===== config.mk =====
export PLATFORM = sky130hd
export DESIGN_NAME = m2ts_pcr_header_interpolator_unit
export DESIGN_NICKNAME = d
export VERILOG_FILES = /design/src/sv/m2tsphi_pkg.sv /design/src/sv/m2tsphi_cmd_queue.sv /design/src/sv/m2tsphi_front.sv /design/src/sv/m2tsphi_back.sv /design/src/sv/m2ts_pcr_header_interpolator_unit.sv
export SDC_FILE = /design/constraint.sdc
export NUM_CORES = 2
export LEC_CHECK = 0
export BUFFER_PORTS_ARGS = -buffer_cell sky130_fd_sc_hd__buf_2
export CELL_PAD_IN_SITES_DETAIL_PLACEMENT = 1
export CELL_PAD_IN_SITES_GLOBAL_PLACEMENT = 1
export CORE_MARGIN = 1
export CORE_UTILIZATION = 35
export CTS_BUF_LIST = sky130_fd_sc_hd__clkbuf_4
export CTS_CLUSTER_DIAMETER = 200
export DETAILED_ROUTE_END_ITERATION = 12
export GPL_TIMING_DRIVEN = 0
export PLACE_DENSITY_LB_ADDON = 0.1
export SYNTH_ARGS = -nofsm -noshare
export SYNTH_HDL_FRONTEND = slang
export SYNTH_SLANG_ARGS = --single-unit

===== constraint.sdc =====
create_clock -name clock -period 10 [get_ports clock]
set_clock_uncertainty 0.2 [all_clocks]
set_input_delay 1.5 -clock clock [delete_from_list [all_inputs] [get_ports clock]]
set_output_delay 1.5 -clock clock [all_outputs]
set_load 0.02 [all_outputs]

===== src/sv/m2tsphi_pkg.sv =====
`default_nettype none
// ----------------------------------------------------------------------------
// M2TS PCR header interpolator package
// Shared widths, codes and the command record passed from front to back end.
// ----------------------------------------------------------------------------
package m2tsphi_pkg;

   localparam int unsigned PCR_W      = 42;
   localparam int unsigned STAMP_W    = 30;
   localparam int unsigned HELD_W     = 6;
   localparam int unsigned OFF_W      = 7;
   localparam int unsigned DEN_W      = 7;
   localparam int unsigned REQ_DATA_W = 48;
   localparam int unsigned RSP_DATA_W = 32;
   localparam int unsigned KIND_W     = 2;
   localparam int unsigned QUEUE_DEPTH = 2;

   localparam logic [PCR_W-1:0] PCR_RANGE = 42'd2576980377600;

   localparam logic [KIND_W-1:0] REQ_PLAIN = 2'd0;
   localparam logic [KIND_W-1:0] REQ_PCR   = 2'd1;
   localparam logic [KIND_W-1:0] REQ_DRAIN = 2'd2;

   localparam logic [KIND_W-1:0] KIND_HELD    = 2'd0;
   localparam logic [KIND_W-1:0] KIND_CURRENT = 2'd1;
   localparam logic [KIND_W-1:0] KIND_DROPPED = 2'd2;

   localparam logic [OFF_W-1:0] OFF_FLOOR = 7'b1000000;
   localparam logic [OFF_W-1:0] OFF_AFTER = 7'b1111111;

   typedef struct packed {
      logic                 release_run;
      logic                 has_tail;
      logic [KIND_W-1:0]    kind;
      logic [STAMP_W-1:0]   stamp;
      logic [HELD_W-1:0]    count;
      logic [STAMP_W-1:0]   anchor;
      logic [OFF_W-1:0]     offset;
      logic [PCR_W-1:0]     rate_num;
      logic [DEN_W-1:0]     rate_den;
   } cmd_type;

   typedef struct packed {
      logic full;
      logic empty;
   } queue_status_type;

endpackage
`default_nettype wire


===== src/sv/m2tsphi_cmd_queue.sv =====
`default_nettype none
// ----------------------------------------------------------------------------
// M2TS PCR header interpolator command queue
// Short register queue that decouples the classifier from the release engine.
// ----------------------------------------------------------------------------
module m2tsphi_cmd_queue (
   input  wire                              clock,
   input  wire                              reset,
   input  wire                              push,
   input  m2tsphi_pkg::cmd_type             push_cmd,
   input  wire                              pop,
   output m2tsphi_pkg::cmd_type             head_cmd,
   output m2tsphi_pkg::queue_status_type    status
);

   localparam int unsigned DEPTH = m2tsphi_pkg::QUEUE_DEPTH;
   localparam int unsigned PTR_W = (DEPTH > 1) ? $clog2(DEPTH) : 1;
   localparam int unsigned CNT_W = $clog2(DEPTH + 1);

   m2tsphi_pkg::cmd_type mem_ff [DEPTH];
   logic [PTR_W-1:0] wr_ptr_ff, wr_ptr_in;
   logic [PTR_W-1:0] rd_ptr_ff, rd_ptr_in;
   logic [CNT_W-1:0] count_ff, count_in;

   assign status.full  = (count_ff == CNT_W'(DEPTH));
   assign status.empty = (count_ff == '0);
   assign head_cmd     = mem_ff[rd_ptr_ff];

   always_comb begin
      wr_ptr_in = push ? wr_ptr_ff + 1'b1 : wr_ptr_ff;
      rd_ptr_in = pop ? rd_ptr_ff + 1'b1 : rd_ptr_ff;
      count_in  = count_ff;
      if (push && !pop) begin
         count_in = count_ff + 1'b1;
      end else if (pop && !push) begin
         count_in = count_ff - 1'b1;
      end
   end

   always_ff @(posedge clock) begin
      if (reset) begin
         wr_ptr_ff <= '0;
         rd_ptr_ff <= '0;
         count_ff  <= '0;
      end else begin
         wr_ptr_ff <= wr_ptr_in;
         rd_ptr_ff <= rd_ptr_in;
         count_ff  <= count_in;
      end
   end

   always_ff @(posedge clock) begin
      if (push) begin
         mem_ff[wr_ptr_ff] <= push_cmd;
      end
   end

`ifndef SYNTHESIS
   assert property (@(posedge clock) disable iff (reset) push |-> !status.full)
      else $error("Command pushed into a full queue.");
   assert property (@(posedge clock) disable iff (reset) pop |-> !status.empty)
      else $error("Command popped from an empty queue.");
`endif

endmodule
`default_nettype wire


===== src/sv/m2tsphi_front.sv =====
`default_nettype none
// ----------------------------------------------------------------------------
// M2TS PCR header interpolator front end
// Accepts packet items, keeps the hold count, anchor and rate, and issues
// release commands to the back end.
// ----------------------------------------------------------------------------
module m2tsphi_front #(
   parameter int unsigned HOLD_DEPTH = 32
) (
   input  wire                                     clock,
   input  wire                                     reset,
   input  wire                                     req_tvalid,
   output logic                                    req_tready,
   input  wire [m2tsphi_pkg::REQ_DATA_W-1:0]       req_tdata,
   input  wire [m2tsphi_pkg::KIND_W-1:0]           req_tuser,
   input  wire                                     csr_wr_en,
   input  wire                                     csr_wr_data,
   input  m2tsphi_pkg::queue_status_type           queue_status,
   output logic                                    push,
   output m2tsphi_pkg::cmd_type                    push_cmd
);

   localparam logic [m2tsphi_pkg::HELD_W-1:0] HOLD_LIMIT =
      HOLD_DEPTH[m2tsphi_pkg::HELD_W-1:0];
   localparam logic signed [m2tsphi_pkg::OFF_W:0] OFF_MIN8 = -8'sd64;

   typedef enum logic [1:0] {
      F_IDLE = 2'b01,
      F_EVAL = 2'b10
   } front_state_type;

   front_state_type state_ff, state_in;

   logic [m2tsphi_pkg::KIND_W-1:0]  req_ff;
   logic [m2tsphi_pkg::PCR_W-1:0]   pcr_ff;
   logic                            enable_ff;
   logic [m2tsphi_pkg::HELD_W-1:0]  held_ff, held_in;
   logic [m2tsphi_pkg::PCR_W-1:0]   anchor_ff, anchor_in;
   logic [m2tsphi_pkg::PCR_W-1:0]   gap_ff, gap_in;
   logic                            anchor_valid_ff, anchor_valid_in;
   logic [m2tsphi_pkg::OFF_W-1:0]   offset_ff, offset_in;
   logic [m2tsphi_pkg::PCR_W-1:0]   num_ff, num_in;
   logic [m2tsphi_pkg::DEN_W-1:0]   den_ff, den_in;

   logic [m2tsphi_pkg::PCR_W-1:0]   pcr_raw;
   logic [m2tsphi_pkg::PCR_W-1:0]   pcr_red;
   logic [m2tsphi_pkg::PCR_W:0]     diff;
   logic [m2tsphi_pkg::PCR_W:0]     wrap_sum;
   logic [m2tsphi_pkg::PCR_W-1:0]   num_new;
   logic [m2tsphi_pkg::OFF_W:0]     den_calc;
   logic [m2tsphi_pkg::OFF_W:0]     drain_off;
   logic                            hold_full;
   logic                            fresh;
   logic                            need;
   logic                            go;
   m2tsphi_pkg::cmd_type            cmd;

   assign req_tready = (state_ff == F_IDLE);
   assign pcr_raw    = req_tdata[m2tsphi_pkg::PCR_W-1:0];
   assign pcr_red    = (pcr_raw >= m2tsphi_pkg::PCR_RANGE) ?
                       pcr_raw - m2tsphi_pkg::PCR_RANGE : pcr_raw;

   assign diff      = {1'b0, pcr_ff} - {1'b0, anchor_ff};
   assign wrap_sum  = {1'b0, pcr_ff} + {1'b0, gap_ff};
   assign num_new   = diff[m2tsphi_pkg::PCR_W] ? wrap_sum[m2tsphi_pkg::PCR_W-1:0] :
                      diff[m2tsphi_pkg::PCR_W-1:0];
   assign den_calc  = {2'b00, held_ff} - {offset_ff[m2tsphi_pkg::OFF_W-1], offset_ff};
   assign drain_off = {offset_ff[m2tsphi_pkg::OFF_W-1], offset_ff} - {2'b00, held_ff};
   assign hold_full = (held_ff >= HOLD_LIMIT);
   assign fresh     = !anchor_valid_ff || (pcr_ff != anchor_ff);

   always_comb begin
      need            = 1'b0;
      cmd             = '0;
      held_in         = held_ff;
      anchor_in       = anchor_ff;
      gap_in          = gap_ff;
      anchor_valid_in = anchor_valid_ff;
      offset_in       = offset_ff;
      num_in          = num_ff;
      den_in          = den_ff;
      case (req_ff)
         m2tsphi_pkg::REQ_DRAIN: begin
            if (anchor_valid_ff && (held_ff != '0)) begin
               need             = 1'b1;
               cmd.release_run  = 1'b1;
               cmd.count        = held_ff;
               cmd.anchor       = anchor_ff[m2tsphi_pkg::STAMP_W-1:0];
               cmd.offset       = offset_ff;
               cmd.rate_num     = num_ff;
               cmd.rate_den     = den_ff;
               held_in          = '0;
               offset_in        = ($signed(drain_off) < OFF_MIN8) ?
                                  m2tsphi_pkg::OFF_FLOOR : drain_off[m2tsphi_pkg::OFF_W-1:0];
            end
         end
         m2tsphi_pkg::REQ_PLAIN, m2tsphi_pkg::REQ_PCR: begin
            if (!enable_ff) begin
               need     = 1'b1;
               cmd.kind = m2tsphi_pkg::KIND_CURRENT;
            end else if ((req_ff == m2tsphi_pkg::REQ_PLAIN) ||
                         (!anchor_valid_ff && (held_ff != '0))) begin
               if (hold_full) begin
                  need     = 1'b1;
                  cmd.kind = m2tsphi_pkg::KIND_DROPPED;
               end else begin
                  if (req_ff == m2tsphi_pkg::REQ_PCR) begin
                     anchor_in       = pcr_ff;
                     gap_in          = m2tsphi_pkg::PCR_RANGE - pcr_ff;
                     anchor_valid_in = 1'b1;
                     offset_in       = {1'b0, held_ff};
                  end
                  held_in = held_ff + 1'b1;
               end
            end else begin
               need      = 1'b1;
               cmd.kind  = m2tsphi_pkg::KIND_CURRENT;
               cmd.stamp = pcr_ff[m2tsphi_pkg::STAMP_W-1:0];
               if (fresh && (held_ff != '0)) begin
                  cmd.release_run = 1'b1;
                  cmd.has_tail    = 1'b1;
                  cmd.count       = held_ff;
                  cmd.anchor      = anchor_ff[m2tsphi_pkg::STAMP_W-1:0];
                  cmd.offset      = offset_ff;
                  cmd.rate_num    = num_new;
                  cmd.rate_den    = den_calc[m2tsphi_pkg::DEN_W-1:0];
                  num_in          = num_new;
                  den_in          = den_calc[m2tsphi_pkg::DEN_W-1:0];
                  held_in         = '0;
               end
               if (fresh) begin
                  anchor_in       = pcr_ff;
                  gap_in          = m2tsphi_pkg::PCR_RANGE - pcr_ff;
                  anchor_valid_in = 1'b1;
                  offset_in       = m2tsphi_pkg::OFF_AFTER;
               end
            end
         end
         default: begin
         end
      endcase
      go       = (state_ff == F_EVAL) && (!need || !queue_status.full);
      push     = go && need;
      push_cmd = cmd;
      state_in = state_ff;
      case (state_ff)
         F_IDLE: begin
            if (req_tvalid) begin
               state_in = F_EVAL;
            end
         end
         F_EVAL: begin
            if (go) begin
               state_in = F_IDLE;
            end
         end
         default: begin
            state_in = F_IDLE;
         end
      endcase
   end

   always_ff @(posedge clock) begin
      if (reset) begin
         state_ff        <= F_IDLE;
         enable_ff       <= 1'b0;
         held_ff         <= '0;
         anchor_ff       <= '0;
         gap_ff          <= m2tsphi_pkg::PCR_RANGE;
         anchor_valid_ff <= 1'b0;
         offset_ff       <= '0;
         num_ff          <= m2tsphi_pkg::PCR_W'(1);
         den_ff          <= m2tsphi_pkg::DEN_W'(1);
      end else begin
         state_ff <= state_in;
         if (csr_wr_en) begin
            enable_ff <= csr_wr_data;
         end
         if (go) begin
            held_ff         <= held_in;
            anchor_ff       <= anchor_in;
            gap_ff          <= gap_in;
            anchor_valid_ff <= anchor_valid_in;
            offset_ff       <= offset_in;
            num_ff          <= num_in;
            den_ff          <= den_in;
         end
      end
   end

   always_ff @(posedge clock) begin
      if (req_tvalid && req_tready) begin
         req_ff <= req_tuser;
         pcr_ff <= pcr_red;
      end
   end

`ifndef SYNTHESIS
   assert property (@(posedge clock) disable iff (reset) held_ff <= HOLD_LIMIT)
      else $error("Hold count exceeds the hold depth.");
`endif

endmodule
`default_nettype wire


===== src/sv/m2tsphi_back.sv =====
`default_nettype none
// ----------------------------------------------------------------------------
// M2TS PCR header interpolator back end
// Divides the rate once per release, then steps an interpolation accumulator
// across the held packets and drives the result register.
// ----------------------------------------------------------------------------
module m2tsphi_back (
   input  wire                                     clock,
   input  wire                                     reset,
   input  m2tsphi_pkg::cmd_type                    head_cmd,
   input  m2tsphi_pkg::queue_status_type           queue_status,
   output logic                                    pop,
   output logic                                    rsp_tvalid,
   input  wire                                     rsp_tready,
   output logic [m2tsphi_pkg::RSP_DATA_W-1:0]      rsp_tdata,
   output logic [m2tsphi_pkg::KIND_W-1:0]          rsp_tuser,
   output logic                                    rsp_tlast
);

   localparam int unsigned SW  = m2tsphi_pkg::STAMP_W;
   localparam int unsigned DW  = m2tsphi_pkg::DEN_W;
   localparam int unsigned PW  = m2tsphi_pkg::PCR_W;
   localparam int unsigned BCW = $clog2(PW + 1);

   typedef enum logic [4:0] {
      B_IDLE = 5'b00001,
      B_DIV  = 5'b00010,
      B_WALK = 5'b00100,
      B_EMIT = 5'b01000,
      B_TAIL = 5'b10000
   } back_state_type;

   back_state_type state_ff, state_in;

   logic                            has_tail_ff;
   logic [m2tsphi_pkg::KIND_W-1:0]  kind_ff;
   logic [SW-1:0]                   stamp_ff;
   logic [SW-1:0]                   anchor_ff;
   logic [m2tsphi_pkg::HELD_W-1:0]  remain_ff;
   logic [DW-1:0]                   den_ff;
   logic [PW-1:0]                   quo_ff;
   logic [DW-1:0]                   rem_ff;
   logic [BCW-1:0]                  bit_cnt_ff;
   logic [SW-1:0]                   q_ff;
   logic [DW-1:0]                   r_ff;
   logic [DW-1:0]                   t_ff;
   logic [DW:0]                     d_ff;

   logic                            rsp_valid_ff;
   logic [m2tsphi_pkg::KIND_W-1:0]  rsp_kind_ff;
   logic [SW-1:0]                   rsp_stamp_ff;
   logic                            rsp_last_ff;

   logic                            out_free;
   logic [DW:0]                     rem_shift;
   logic                            div_ge;
   logic [DW:0]                     up_sum;
   logic                            up_wrap;
   logic [DW-1:0]                   r_up;
   logic [SW-1:0]                   q_up;
   logic [DW:0]                     dn_diff;
   logic                            dn_wrap;
   logic [DW-1:0]                   r_dn;
   logic [SW-1:0]                   q_dn;
   logic [DW:0]                     neg_d;
   logic [DW-1:0]                   abs_d;
   logic [DW:0]                     start_d;

   assign out_free   = !rsp_valid_ff || rsp_tready;
   assign rsp_tvalid = rsp_valid_ff;
   assign rsp_tdata  = {{(m2tsphi_pkg::RSP_DATA_W - SW){1'b0}}, rsp_stamp_ff};
   assign rsp_tuser  = rsp_kind_ff;
   assign rsp_tlast  = rsp_last_ff;
   assign pop        = (state_ff == B_IDLE) && !queue_status.empty;

   assign rem_shift = {rem_ff, quo_ff[PW-1]};
   assign div_ge    = (rem_shift >= {1'b0, den_ff});

   assign up_sum  = {1'b0, r_ff} + {1'b0, rem_ff};
   assign up_wrap = (up_sum >= {1'b0, den_ff});
   assign r_up    = up_wrap ? DW'(up_sum - {1'b0, den_ff}) : up_sum[DW-1:0];
   assign q_up    = q_ff + quo_ff[SW-1:0] + {{(SW-1){1'b0}}, up_wrap};

   assign dn_diff = {1'b0, r_ff} - {1'b0, rem_ff};
   assign dn_wrap = dn_diff[DW];
   assign r_dn    = dn_wrap ? DW'(dn_diff + {1'b0, den_ff}) : dn_diff[DW-1:0];
   assign q_dn    = q_ff - quo_ff[SW-1:0] - {{(SW-1){1'b0}}, dn_wrap};

   assign neg_d   = '0 - d_ff;
   assign abs_d   = d_ff[DW] ? neg_d[DW-1:0] : d_ff[DW-1:0];
   assign start_d = '0 - {head_cmd.offset[DW-1], head_cmd.offset};

   always_comb begin
      state_in = state_ff;
      case (state_ff)
         B_IDLE: begin
            if (!queue_status.empty) begin
               state_in = head_cmd.release_run ? B_DIV : B_TAIL;
            end
         end
         B_DIV: begin
            if (bit_cnt_ff == BCW'(1)) begin
               state_in = B_WALK;
            end
         end
         B_WALK: begin
            if (t_ff == abs_d) begin
               state_in = B_EMIT;
            end
         end
         B_EMIT: begin
            if (out_free && (remain_ff == m2tsphi_pkg::HELD_W'(1))) begin
               state_in = has_tail_ff ? B_TAIL : B_IDLE;
            end
         end
         B_TAIL: begin
            if (out_free) begin
               state_in = B_IDLE;
            end
         end
         default: begin
            state_in = B_IDLE;
         end
      endcase
   end

   always_ff @(posedge clock) begin
      if (reset) begin
         state_ff     <= B_IDLE;
         rsp_valid_ff <= 1'b0;
      end else begin
         state_ff <= state_in;
         if (((state_ff == B_EMIT) || (state_ff == B_TAIL)) && out_free) begin
            rsp_valid_ff <= 1'b1;
         end else if (rsp_tready) begin
            rsp_valid_ff <= 1'b0;
         end
      end
   end

   always_ff @(posedge clock) begin
      case (state_ff)
         B_IDLE: begin
            if (!queue_status.empty) begin
               has_tail_ff <= head_cmd.has_tail;
               kind_ff     <= head_cmd.kind;
               stamp_ff    <= head_cmd.stamp;
               anchor_ff   <= head_cmd.anchor;
               remain_ff   <= head_cmd.count;
               den_ff      <= (head_cmd.rate_den == '0) ? DW'(1) : head_cmd.rate_den;
               quo_ff      <= head_cmd.rate_num;
               rem_ff      <= '0;
               bit_cnt_ff  <= BCW'(PW);
               q_ff        <= '0;
               r_ff        <= '0;
               t_ff        <= '0;
               d_ff        <= start_d;
            end
         end
         B_DIV: begin
            rem_ff     <= div_ge ? DW'(rem_shift - {1'b0, den_ff}) : rem_shift[DW-1:0];
            quo_ff     <= {quo_ff[PW-2:0], div_ge};
            bit_cnt_ff <= bit_cnt_ff - 1'b1;
         end
         B_WALK: begin
            if (t_ff != abs_d) begin
               t_ff <= t_ff + 1'b1;
               q_ff <= q_up;
               r_ff <= r_up;
            end
         end
         B_EMIT: begin
            if (out_free) begin
               rsp_kind_ff  <= m2tsphi_pkg::KIND_HELD;
               rsp_stamp_ff <= d_ff[DW] ? anchor_ff - q_ff : anchor_ff + q_ff;
               rsp_last_ff  <= (remain_ff == m2tsphi_pkg::HELD_W'(1)) && !has_tail_ff;
               remain_ff    <= remain_ff - 1'b1;
               d_ff         <= d_ff + 1'b1;
               if (d_ff[DW]) begin
                  t_ff <= t_ff - 1'b1;
                  q_ff <= q_dn;
                  r_ff <= r_dn;
               end else begin
                  t_ff <= t_ff + 1'b1;
                  q_ff <= q_up;
                  r_ff <= r_up;
               end
            end
         end
         B_TAIL: begin
            if (out_free) begin
               rsp_kind_ff  <= kind_ff;
               rsp_stamp_ff <= stamp_ff;
               rsp_last_ff  <= 1'b1;
            end
         end
         default: begin
         end
      endcase
   end

`ifndef SYNTHESIS
   assert property (@(posedge clock) disable iff (reset)
      (state_ff == B_EMIT) |-> (remain_ff != '0))
      else $error("Release loop entered with no packets left.");
   assert property (@(posedge clock) disable iff (reset)
      (state_ff == B_DIV) |-> (rem_ff < den_ff))
      else $error("Partial remainder not below the divisor.");
   assert property (@(posedge clock) disable iff (reset)
      (state_ff == B_WALK) |-> (t_ff <= abs_d))
      else $error("Accumulator walked past the first held packet.");
`endif

endmodule
`default_nettype wire


===== src/sv/m2ts_pcr_header_interpolator_unit.sv =====
`default_nettype none
// ----------------------------------------------------------------------------
// M2TS PCR header interpolator
// Stamps 192-byte M2TS packets with 30-bit arrival headers interpolated
// between successive PCR values.
// ----------------------------------------------------------------------------
// Each request item is one packet or a drain request. The input side takes
// a new item only once the last one has been evaluated, and stalls while
// its command finds the command queue full. When enabled and the hold is
// not full, a packet without a PCR is only counted, so it produces no
// response item until a packet with a new PCR or a drain releases the held
// run. A release of the held packets in the release engine takes the
// command, runs a bit-serial division of the rate numerator by the packet
// distance, steps the interpolation accumulator to the first held packet,
// then emits one response item per cycle while the output is not stalled.
// A two-entry command queue sits between the classifier and the release
// engine, so new items keep arriving while a run is released, until it fills.
// ----------------------------------------------------------------------------
module m2ts_pcr_header_interpolator_unit #(
   parameter int unsigned HOLD_DEPTH = 32
) (
   input  wire         clock,
   input  wire         reset,
   input  wire         req_tvalid,
   output logic        req_tready,
   input  wire  [47:0] req_tdata,   // pcr_value [41:0], zero fill [47:42]
   input  wire  [1:0]  req_tuser,   // req_type [1:0]
   output logic        rsp_tvalid,
   input  wire         rsp_tready,
   output logic [31:0] rsp_tdata,   // header_stamp [29:0], zero fill [31:30]
   output logic [1:0]  rsp_tuser,   // release_kind [1:0]
   output logic        rsp_tlast,   // last_of_run
   input  wire         csr_wr_en,
   input  wire         csr_wr_data  // m2ts_enable
);

   logic                               push;
   logic                               pop;
   m2tsphi_pkg::cmd_type               push_cmd;
   m2tsphi_pkg::cmd_type               head_cmd;
   m2tsphi_pkg::queue_status_type      queue_status;

   m2tsphi_front #(
      .HOLD_DEPTH (HOLD_DEPTH)
   ) u_front (
      .clock        (clock),
      .reset        (reset),
      .req_tvalid   (req_tvalid),
      .req_tready   (req_tready),
      .req_tdata    (req_tdata),
      .req_tuser    (req_tuser),
      .csr_wr_en    (csr_wr_en),
      .csr_wr_data  (csr_wr_data),
      .queue_status (queue_status),
      .push         (push),
      .push_cmd     (push_cmd)
   );

   m2tsphi_cmd_queue u_queue (
      .clock    (clock),
      .reset    (reset),
      .push     (push),
      .push_cmd (push_cmd),
      .pop      (pop),
      .head_cmd (head_cmd),
      .status   (queue_status)
   );

   m2tsphi_back u_back (
      .clock        (clock),
      .reset        (reset),
      .head_cmd     (head_cmd),
      .queue_status (queue_status),
      .pop          (pop),
      .rsp_tvalid   (rsp_tvalid),
      .rsp_tready   (rsp_tready),
      .rsp_tdata    (rsp_tdata),
      .rsp_tuser    (rsp_tuser),
      .rsp_tlast    (rsp_tlast)
   );

endmodule
`default_nettype wire

### Word level (Yosys, flattened, before mapping)

Memory sizes are Yosys's and may differ from the RTL's. A register that Yosys moved wholly into a read port is not among the register bits.
Index checks and enable logic that the tools add are counted.

| storage, ports and cells | value |
|---|---|
| memories kept | 1 |
| bits in writable memories | 252 |
| logic and storage cells | 254 |
| register bits | 420 |

Memory list:

| memory | depth | bits a word | rd ports | clocked after memory_dff | wr ports | RTL line | source |
|---|---|---|---|---|---|---|---|
| u_queue.mem_ff | 2 | 126 | 1 | 1 | 1 | m2tsphi_cmd_queue.sv:20 | `m2tsphi_pkg::cmd_type mem_ff [DEPTH];` |

| operators by class | value |
|---|---|
| mux-type cells | 104 |
| bitwise logic cells | 2 |
| reductions and logical operators | 49 |
| $add $sub $neg | 29 |
| magnitude comparators | 5 |
| eq/ne operators | 32 |

Operators with widths:

| kind | number |
|---|---|
| 2-to-1 mux 42 bit | 11 |
| 2-to-1 mux 122 bit | 2 |
| 2-to-1 mux 30 bit | 7 |
| 2-to-1 mux 92 bit | 2 |
| one-hot mux 92 bit (2 select lines) | 1 |
| 2-to-1 mux 7 bit | 18 |
| one-hot mux 30 bit (3 select lines) | 1 |
| one-hot mux 42 bit (2 select lines) | 1 |
| adder 30 bit | 2 |
| one-hot mux 30 bit (2 select lines) | 1 |
| subtractor 30 bit | 2 |
| 2-to-1 mux 6 bit | 8 |
| subtractor 42 x 42 -> 43 bit | 1 |
| adder 42 bit | 1 |
| greater-or-equal comparator 42 bit, second input constant | 1 |
| inequality test 42 bit | 1 |
| one-hot mux 7 bit (3 select lines) | 2 |
| subtractor 42 bit, first input constant | 1 |
| subtractor 42 bit, second input constant | 1 |
| one-hot mux 6 bit (2 select lines) | 3 |
| 2-to-1 mux 5 bit | 7 |
| 2-to-1 mux 33 bit | 1 |
| adder 30 x 1 -> 30 bit | 1 |
| subtractor 30 x 1 -> 30 bit | 1 |
| other kinds (55) | 144 |

### Depth between registers and ports, before layout

| depth | value |
|---|---|
| word-level depth | 14 |
| gate-level depth with buffers | 28 |

### Cells and area by module

Synthesis repeated with hierarchy kept, for this count alone.

| unflattened totals | value |
|---|---|
| cells, all modules | 4009 |
| area total of the unflattened synthesis | 40030.9 um2 |

By module, submodules not included:

| module | instances | area each (um2) | cells an instance |
|---|---|---|---|
| m2tsphi_back | 1 | 16114.2 | 1684 |
| m2tsphi_front | 1 | 14467.6 | 1911 |
| m2tsphi_cmd_queue | 1 | 9449.1 | 414 |

### Worst setup path before layout

Ideal clock, no wire load.

| path | value |
|---|---|
| kind | reg2reg |
| start point | reg u_front.held_ff[1] in the netlist's numbering |
| end point | mem u_queue.mem_ff[0][0] in the netlist's numbering, enable pin |
| path slack | 2189 ps |
| clock period less this slack | 7811 ps |
| buffers on the path | 0 |
| required time | 9187 ps |
| library setup time | 613 ps |
| data arrival time | 6998 ps |
| cell stages (with the launch flop) | 10 |
| cells stage by stage | dfxtp_1 > inv_1 > ha_1 > a311oi_1 > nor2_1 > a21oi_1 > or3b_2 > nand3b_2 > or2_2 > nor2_1 |

| between the ends | value |
|---|---|
| longest elaborated chain between the ends | 12 |
| elaborated cells on any way between the ends | 16 |
| those cells by class | order compare (1); mux (7); reduce/logical (8) |

RTL lines:

| element | RTL line | source |
|---|---|---|
| from (decl) | m2tsphi_front.sv:37 | `logic [m2tsphi_pkg::HELD_W-1:0] held_ff, held_in;` |
| from (signal assigned) | m2tsphi_front.sv:180 | `held_ff <= held_in;` |
| branches (longest 5 deep; another with greater-or-equal comparator 6 bit) | n/a |  |
| one-hot mux 1 bit (2 select lines) * | m2tsphi_front.sv:82 | `case (req_ff)` |
| logical NOT 1 bit | m2tsphi_front.sv:142 | `go = (state_ff == F_EVAL) && (!need \|\| !queue_status.full);` |
| logical OR 1 bit | m2tsphi_front.sv:142 |  |
| logical AND 1 bit | m2tsphi_front.sv:142 |  |
| logical AND 1 bit * | m2tsphi_front.sv:143 | `push = go && need;` |
| 2-to-1 mux 1 bit * | m2tsphi_cmd_queue.sv:53 | `if (push) begin` |
| 2-to-1 mux 1 bit (implied by the code) * | m2tsphi_cmd_queue.sv:54 | `mem_ff[wr_ptr_ff] <= push_cmd;` |
| to (decl) | m2tsphi_cmd_queue.sv:20 |  |

Mark *: on every way between the ends.

### Worst setup path after layout

| path | value |
|---|---|
| start point | reg u_back.rem_ff[1] |
| end point | reg u_back.q_ff[28], data pin |

| between the ends | value |
|---|---|
| longest elaborated chain between the ends | 6 |
| elaborated cells on any way between the ends | 9 |
| those cells by class | add/sub (4); order compare (1); mux (4) |

RTL lines:

| element | RTL line | source |
|---|---|---|
| from (decl) | m2tsphi_back.sv:42 | `logic [DW-1:0] rem_ff;` |
| from (signal assigned) | m2tsphi_back.sv:161 | `rem_ff <= div_ge ? DW'(rem_shift - {1'b0, den_ff}) : rem_shift[DW-1:0];` |
| adder 7 x 7 -> 8 bit | m2tsphi_back.sv:79 | `assign up_sum = {1'b0, r_ff} + {1'b0, rem_ff};` |
| greater-or-equal comparator 8 x 7 -> 1 bit | m2tsphi_back.sv:80 | `assign up_wrap = (up_sum >= {1'b0, den_ff});` |
| adder 30 x 1 -> 30 bit | m2tsphi_back.sv:82 | `assign q_up = q_ff + quo_ff[SW-1:0] + {{(SW-1){1'b0}}, up_wrap};` |
| 2-to-1 mux 30 bit | m2tsphi_back.sv:179 | `if (d_ff[DW]) begin` |
| 2-to-1 mux 30 bit | m2tsphi_back.sv:173 | `if (out_free) begin` |
| one-hot mux 30 bit (3 select lines) * | m2tsphi_back.sv:142 | `case (state_ff)` |
| to (signal assigned) | m2tsphi_back.sv:168 | `q_ff <= q_up;` |
| to (signal assigned) | m2tsphi_back.sv:181 | `q_ff <= q_dn;` |
| to (signal assigned) | m2tsphi_back.sv:185 | `q_ff <= q_up;` |
| to (decl) | m2tsphi_back.sv:44 | `logic [SW-1:0] q_ff;` |

Every way passes the cells marked *; elsewhere a longest branch is shown, timed or not. The select of a mux whose other input is x is not followed.
A chain may end at the register's enable or synchronous reset.

==> impl_results.md <==
- Synth Register Bits: 672
- Most frequent cells in the layout: edfxtp_1 (512), nand2_1 (426), a21oi_1 (326)
- Reg-to-Reg End: u_back.q_ff[28]
- Final Non-Filler Cells: 5846
- Fin util: 0.400
- FF-to-FF setup slack: approximately 3.1 ns
- Crit-path max FO: 10
- TNS Setup: 0 ns
- Final setup vio count: 0
- Critical path type: reg -> reg
- Cell Area, Synth: ~40000 um2
- Hold crit path type: reg -> reg
- Fin nets: 4527
- Outcome: finished clean
- Fill count: 12700
- Critical Path Sink Type: flop
- Syn_area_per_cell: just over 10 um2
- Post-synth EDFFs: a little over 500
- Yosys warns: 0
- CTS tree: yes
- Post-synth top flop: edfxtp_1
- First-pass GRT wire length: ~190000 um
- Synthesis-to-finish area growth: 12.7%
- IO buf count: between 80 and 90
- CTS clock-pin slew for the worst setup and hold paths: 0.06 ns
- Count of cell types in the netlist: between 100 and 150
- Hold path start: u_front.gap_ff[7]
- TritonCTS Buffers: 189
- Power Density: roughly 280 nW/um2
- Maximum capacitance violations: 0
- Placed Instance Area: around 42000 um2
- Leakage: ~16 nW
- R2R cell count: 25
- Num Clock Sinks: 672
- Detailed Route WL: about 130000 um
- Via density: 5.19
- Fin crit share: 0.687
- Slew headroom: 0.134
- Largest net degree at the start of global routing: just over 60
- CP Launch Type: flop
- Post-DP HPWL: roughly 99000 um
- Antenna violations before repair: 10
- Die span in y: 338 um
- Drt drc: 0
- Fin area: between 40000 and 50000 um2
- Routed via count: about 30000
- Arrival @ worst endpoint: 7.42 ns
- Post-synthesis cell count: 3909
- Root Buffer: clkbuf_4
- Std cell rows: about 120
- Hold_buf cts: 0
- Post-DRT Antenna Nets: 0
- F_max: between 100 and 150 MHz
- Die width: between 300 and 400 um
- # IOs: 93
- GP Congestion: about 0.87
- Clock Latency Late Sink: 1.08 ns
- GRT Total Usage: 0.224
- Initial DRC Count: 1465
- Register area share after synthesis: 0.471
- Post CTS Setup Buffer Count: 0
- Layout cells sized above 1: 0.137
- CTS max path bufs: 3
- H-Tree Depth: 4
- Placeable Area: 111000 um2
- Placed cells: about 5500
- Initial DRT Pass Iterations: 5
- Number of gates resized after cts: 0
- Worst-Margin Slew: approximately 1.3 ns
- Vias in the first global route: roughly 32000
- Commonest non-fill, non-tap cell in the layout: edfxtp_1
- Congestion Overflow GR: 0
- RSZ-0062 raised after global routing: false
- Final Hold Fails: 0
- Ys async rst share: 0
- Die area: 114000 um2
- Avg WL per Cell: 21.7 um
- Maximum vdd drop: around 0.12 mV
- Minimum clock period: between 6 and 7 ns
- Slew Viols, Final: 0
- Initial core utilization: 0.355
- Hold endpoint: u_front.gap_ff[7]
- Hold Path Cell Cnt: 2
- WP data required: between 10 and 15 ns
- Reg2reg start: u_back.rem_ff[1]
==> layout make-up <==
| type | instances | area, um2 | share of cell area |
|---|---|---|---|
| Tap cell | 1488 | 1860 | 0.0419 |
| Clock inverter | 74 | 354 | 0.00796 |
| Buffer | 175 | 734 | 0.0165 |
| Inverter | 238 | 896 | 0.0201 |
| Antenna cell | 4 | 10.0 | 0.000225 |
| Timing Repair Buffer | 99 | 714 | 0.0161 |
| Sequential cell | 672 | 18600 | 0.418 |
| Clock buffer | 271 | 2030 | 0.0457 |
| Multi-Input combinational cell | 2825 | 19300 | 0.434 |
==> synth_stat cells, types with 8 or more instances <==
cell type,count,share of area
nor3_1,55,0.0070
a221oi_1,8,0.0018
nor2_1,279,0.027
mux2i_1,82,0.021
nor2b_1,25,0.0040
o21bai_1,29,0.0055
o211ai_1,22,0.0042
or2_2,11,0.0017
a21o_1,84,0.016
nand2b_1,32,0.0051
nor4_1,22,0.0035
dfxtp_1,160,0.081
edfxtp_1,512,0.39
nand2_1,427,0.041
a41oi_1,9,0.0020
and4_1,9,0.0020
and3_1,24,0.0038
o21a_1,20,0.0038
o21ai_1,8,0.0010
o31ai_1,20,0.0038
nand3b_1,8,0.0015
a211oi_1,59,0.011
xor2_1,82,0.018
fa_1,14,0.0071
clkbuf_1,118,0.011
and2_1,78,0.012
mux2_2,77,0.022
nand3_1,55,0.0070
o22ai_1,33,0.0052
o21ai_0,232,0.029
a21boi_0,8,0.0015
nand4_1,40,0.0063
ha_1,257,0.082
buf_1,8,0.00076
xnor2_1,205,0.046
or3_1,11,0.0017
inv_1,236,0.022
a21oi_1,327,0.041
buf_2,40,0.0051
a31oi_1,25,0.0040
==> report_power, final <==
group          switching (W)  internal (W)
logic                0.00376       0.00240
registers           0.000316       0.00354
clock network        0.00125       0.00128
==> through the flow <==
| step | hold WS (ns) | setup slack [ns] | total power (W) |
|---|---|---|---|
| detailed placement | 0.250 | 2.92 | 0.0101 |
| finish | 0.257 | 3.13 | 0.0125 |
| CTS | 0.239 | 2.92 | 0.0127 |
| global route | 0.273 | 2.53 | 0.0135 |
| floorplan | 0.236 | 2.19 | 0.00821 |
| global placement | 0.242 | -1.99 | 0.00999 |
==> layer usage <==
| metal | track usage | up-vias | routed length [um] | share of wire |
|---|---|---|---|---|
| li1 | - | 14800 | - | - |
| met1 | 0.292 | 14800 | 58800 | 0.46 |
| met2 | 0.372 | 538 | 59800 | 0.47 |
| met3 | 0.0385 | 205 | 4560 | 0.036 |
| met4 | 0.0768 | 6 | 3730 | 0.029 |
| met5 | 0 | - | 41 | 0.00032 |
==> flip-flops by register name (all words and copies together) (netlist names), 8 cells and up, named ones only <==
signal	flops
u_front.anchor_ff	41
u_queue.mem_ff	252
u_back.q_ff	30
u_front.pcr_ff	42
u_back.rsp_stamp_ff	30
u_back.quo_ff	42
u_back.d_ff	8
u_back.anchor_ff	30
u_back.stamp_ff	30
u_front.gap_ff	42
u_front.num_ff	42
==> worst max-delay path: stages (launching register included) <==
cell       delay (ns)
edfxtp_1         0.45
inv_1            0.11
ha_1             0.30
nor2b_1          0.12
o21ai_0          0.12
a21boi_0         0.27
o21ai_0          0.15
a21oi_1          0.20
o21ai_0          0.11
nand2b_1         0.22
buf_1            0.39
fa_1             0.51
inv_1            0.07
ha_1             0.15
nor2_1           0.06
fa_1             0.45
a21bo_2          0.27
a2111oi_0        0.67
o21ai_0          0.33
a21oi_1          0.27
o31ai_1          0.17
o21ai_1          0.30
o31ai_1          0.16
o21ai_0          0.22
xnor2_1          0.19
o22ai_1          0.12
==> logic make-up after synthesis <==
logic type | after synthesis | synth area share
XOR/XNOR | 287 | 0.0637
AO/OA/AOI/OAI | 985 | 0.158
adder cells (fa/ha/maj) | 271 | 0.0886
flip-flops | 672 | 0.471
other | 1 | 0.0000951
multiplexers | 160 | 0.0432
AND/OR/NAND/NOR | 1120 | 0.135
buffers and inverters | 413 | 0.0413
==> how the worst max path moves through the flow <==
stage                       startpoint                      to  slack, ns  depth (start not counted)
floorplan           u_front.held_ff[1]    u_queue.mem_ff[0][0]       2.19                          9
global placement    u_front.held_ff[1]  u_queue.mem_ff[1][119]      -1.99                          9
detailed placement    u_back.rem_ff[1]         u_back.q_ff[28]       2.92                         25
CTS                   u_back.rem_ff[1]         u_back.q_ff[28]       2.92                         25
global route          u_back.rem_ff[1]         u_back.q_ff[28]       2.53                         25
finish                u_back.rem_ff[1]         u_back.q_ff[28]       3.13                         25
(Power assumes the default switching activity.)
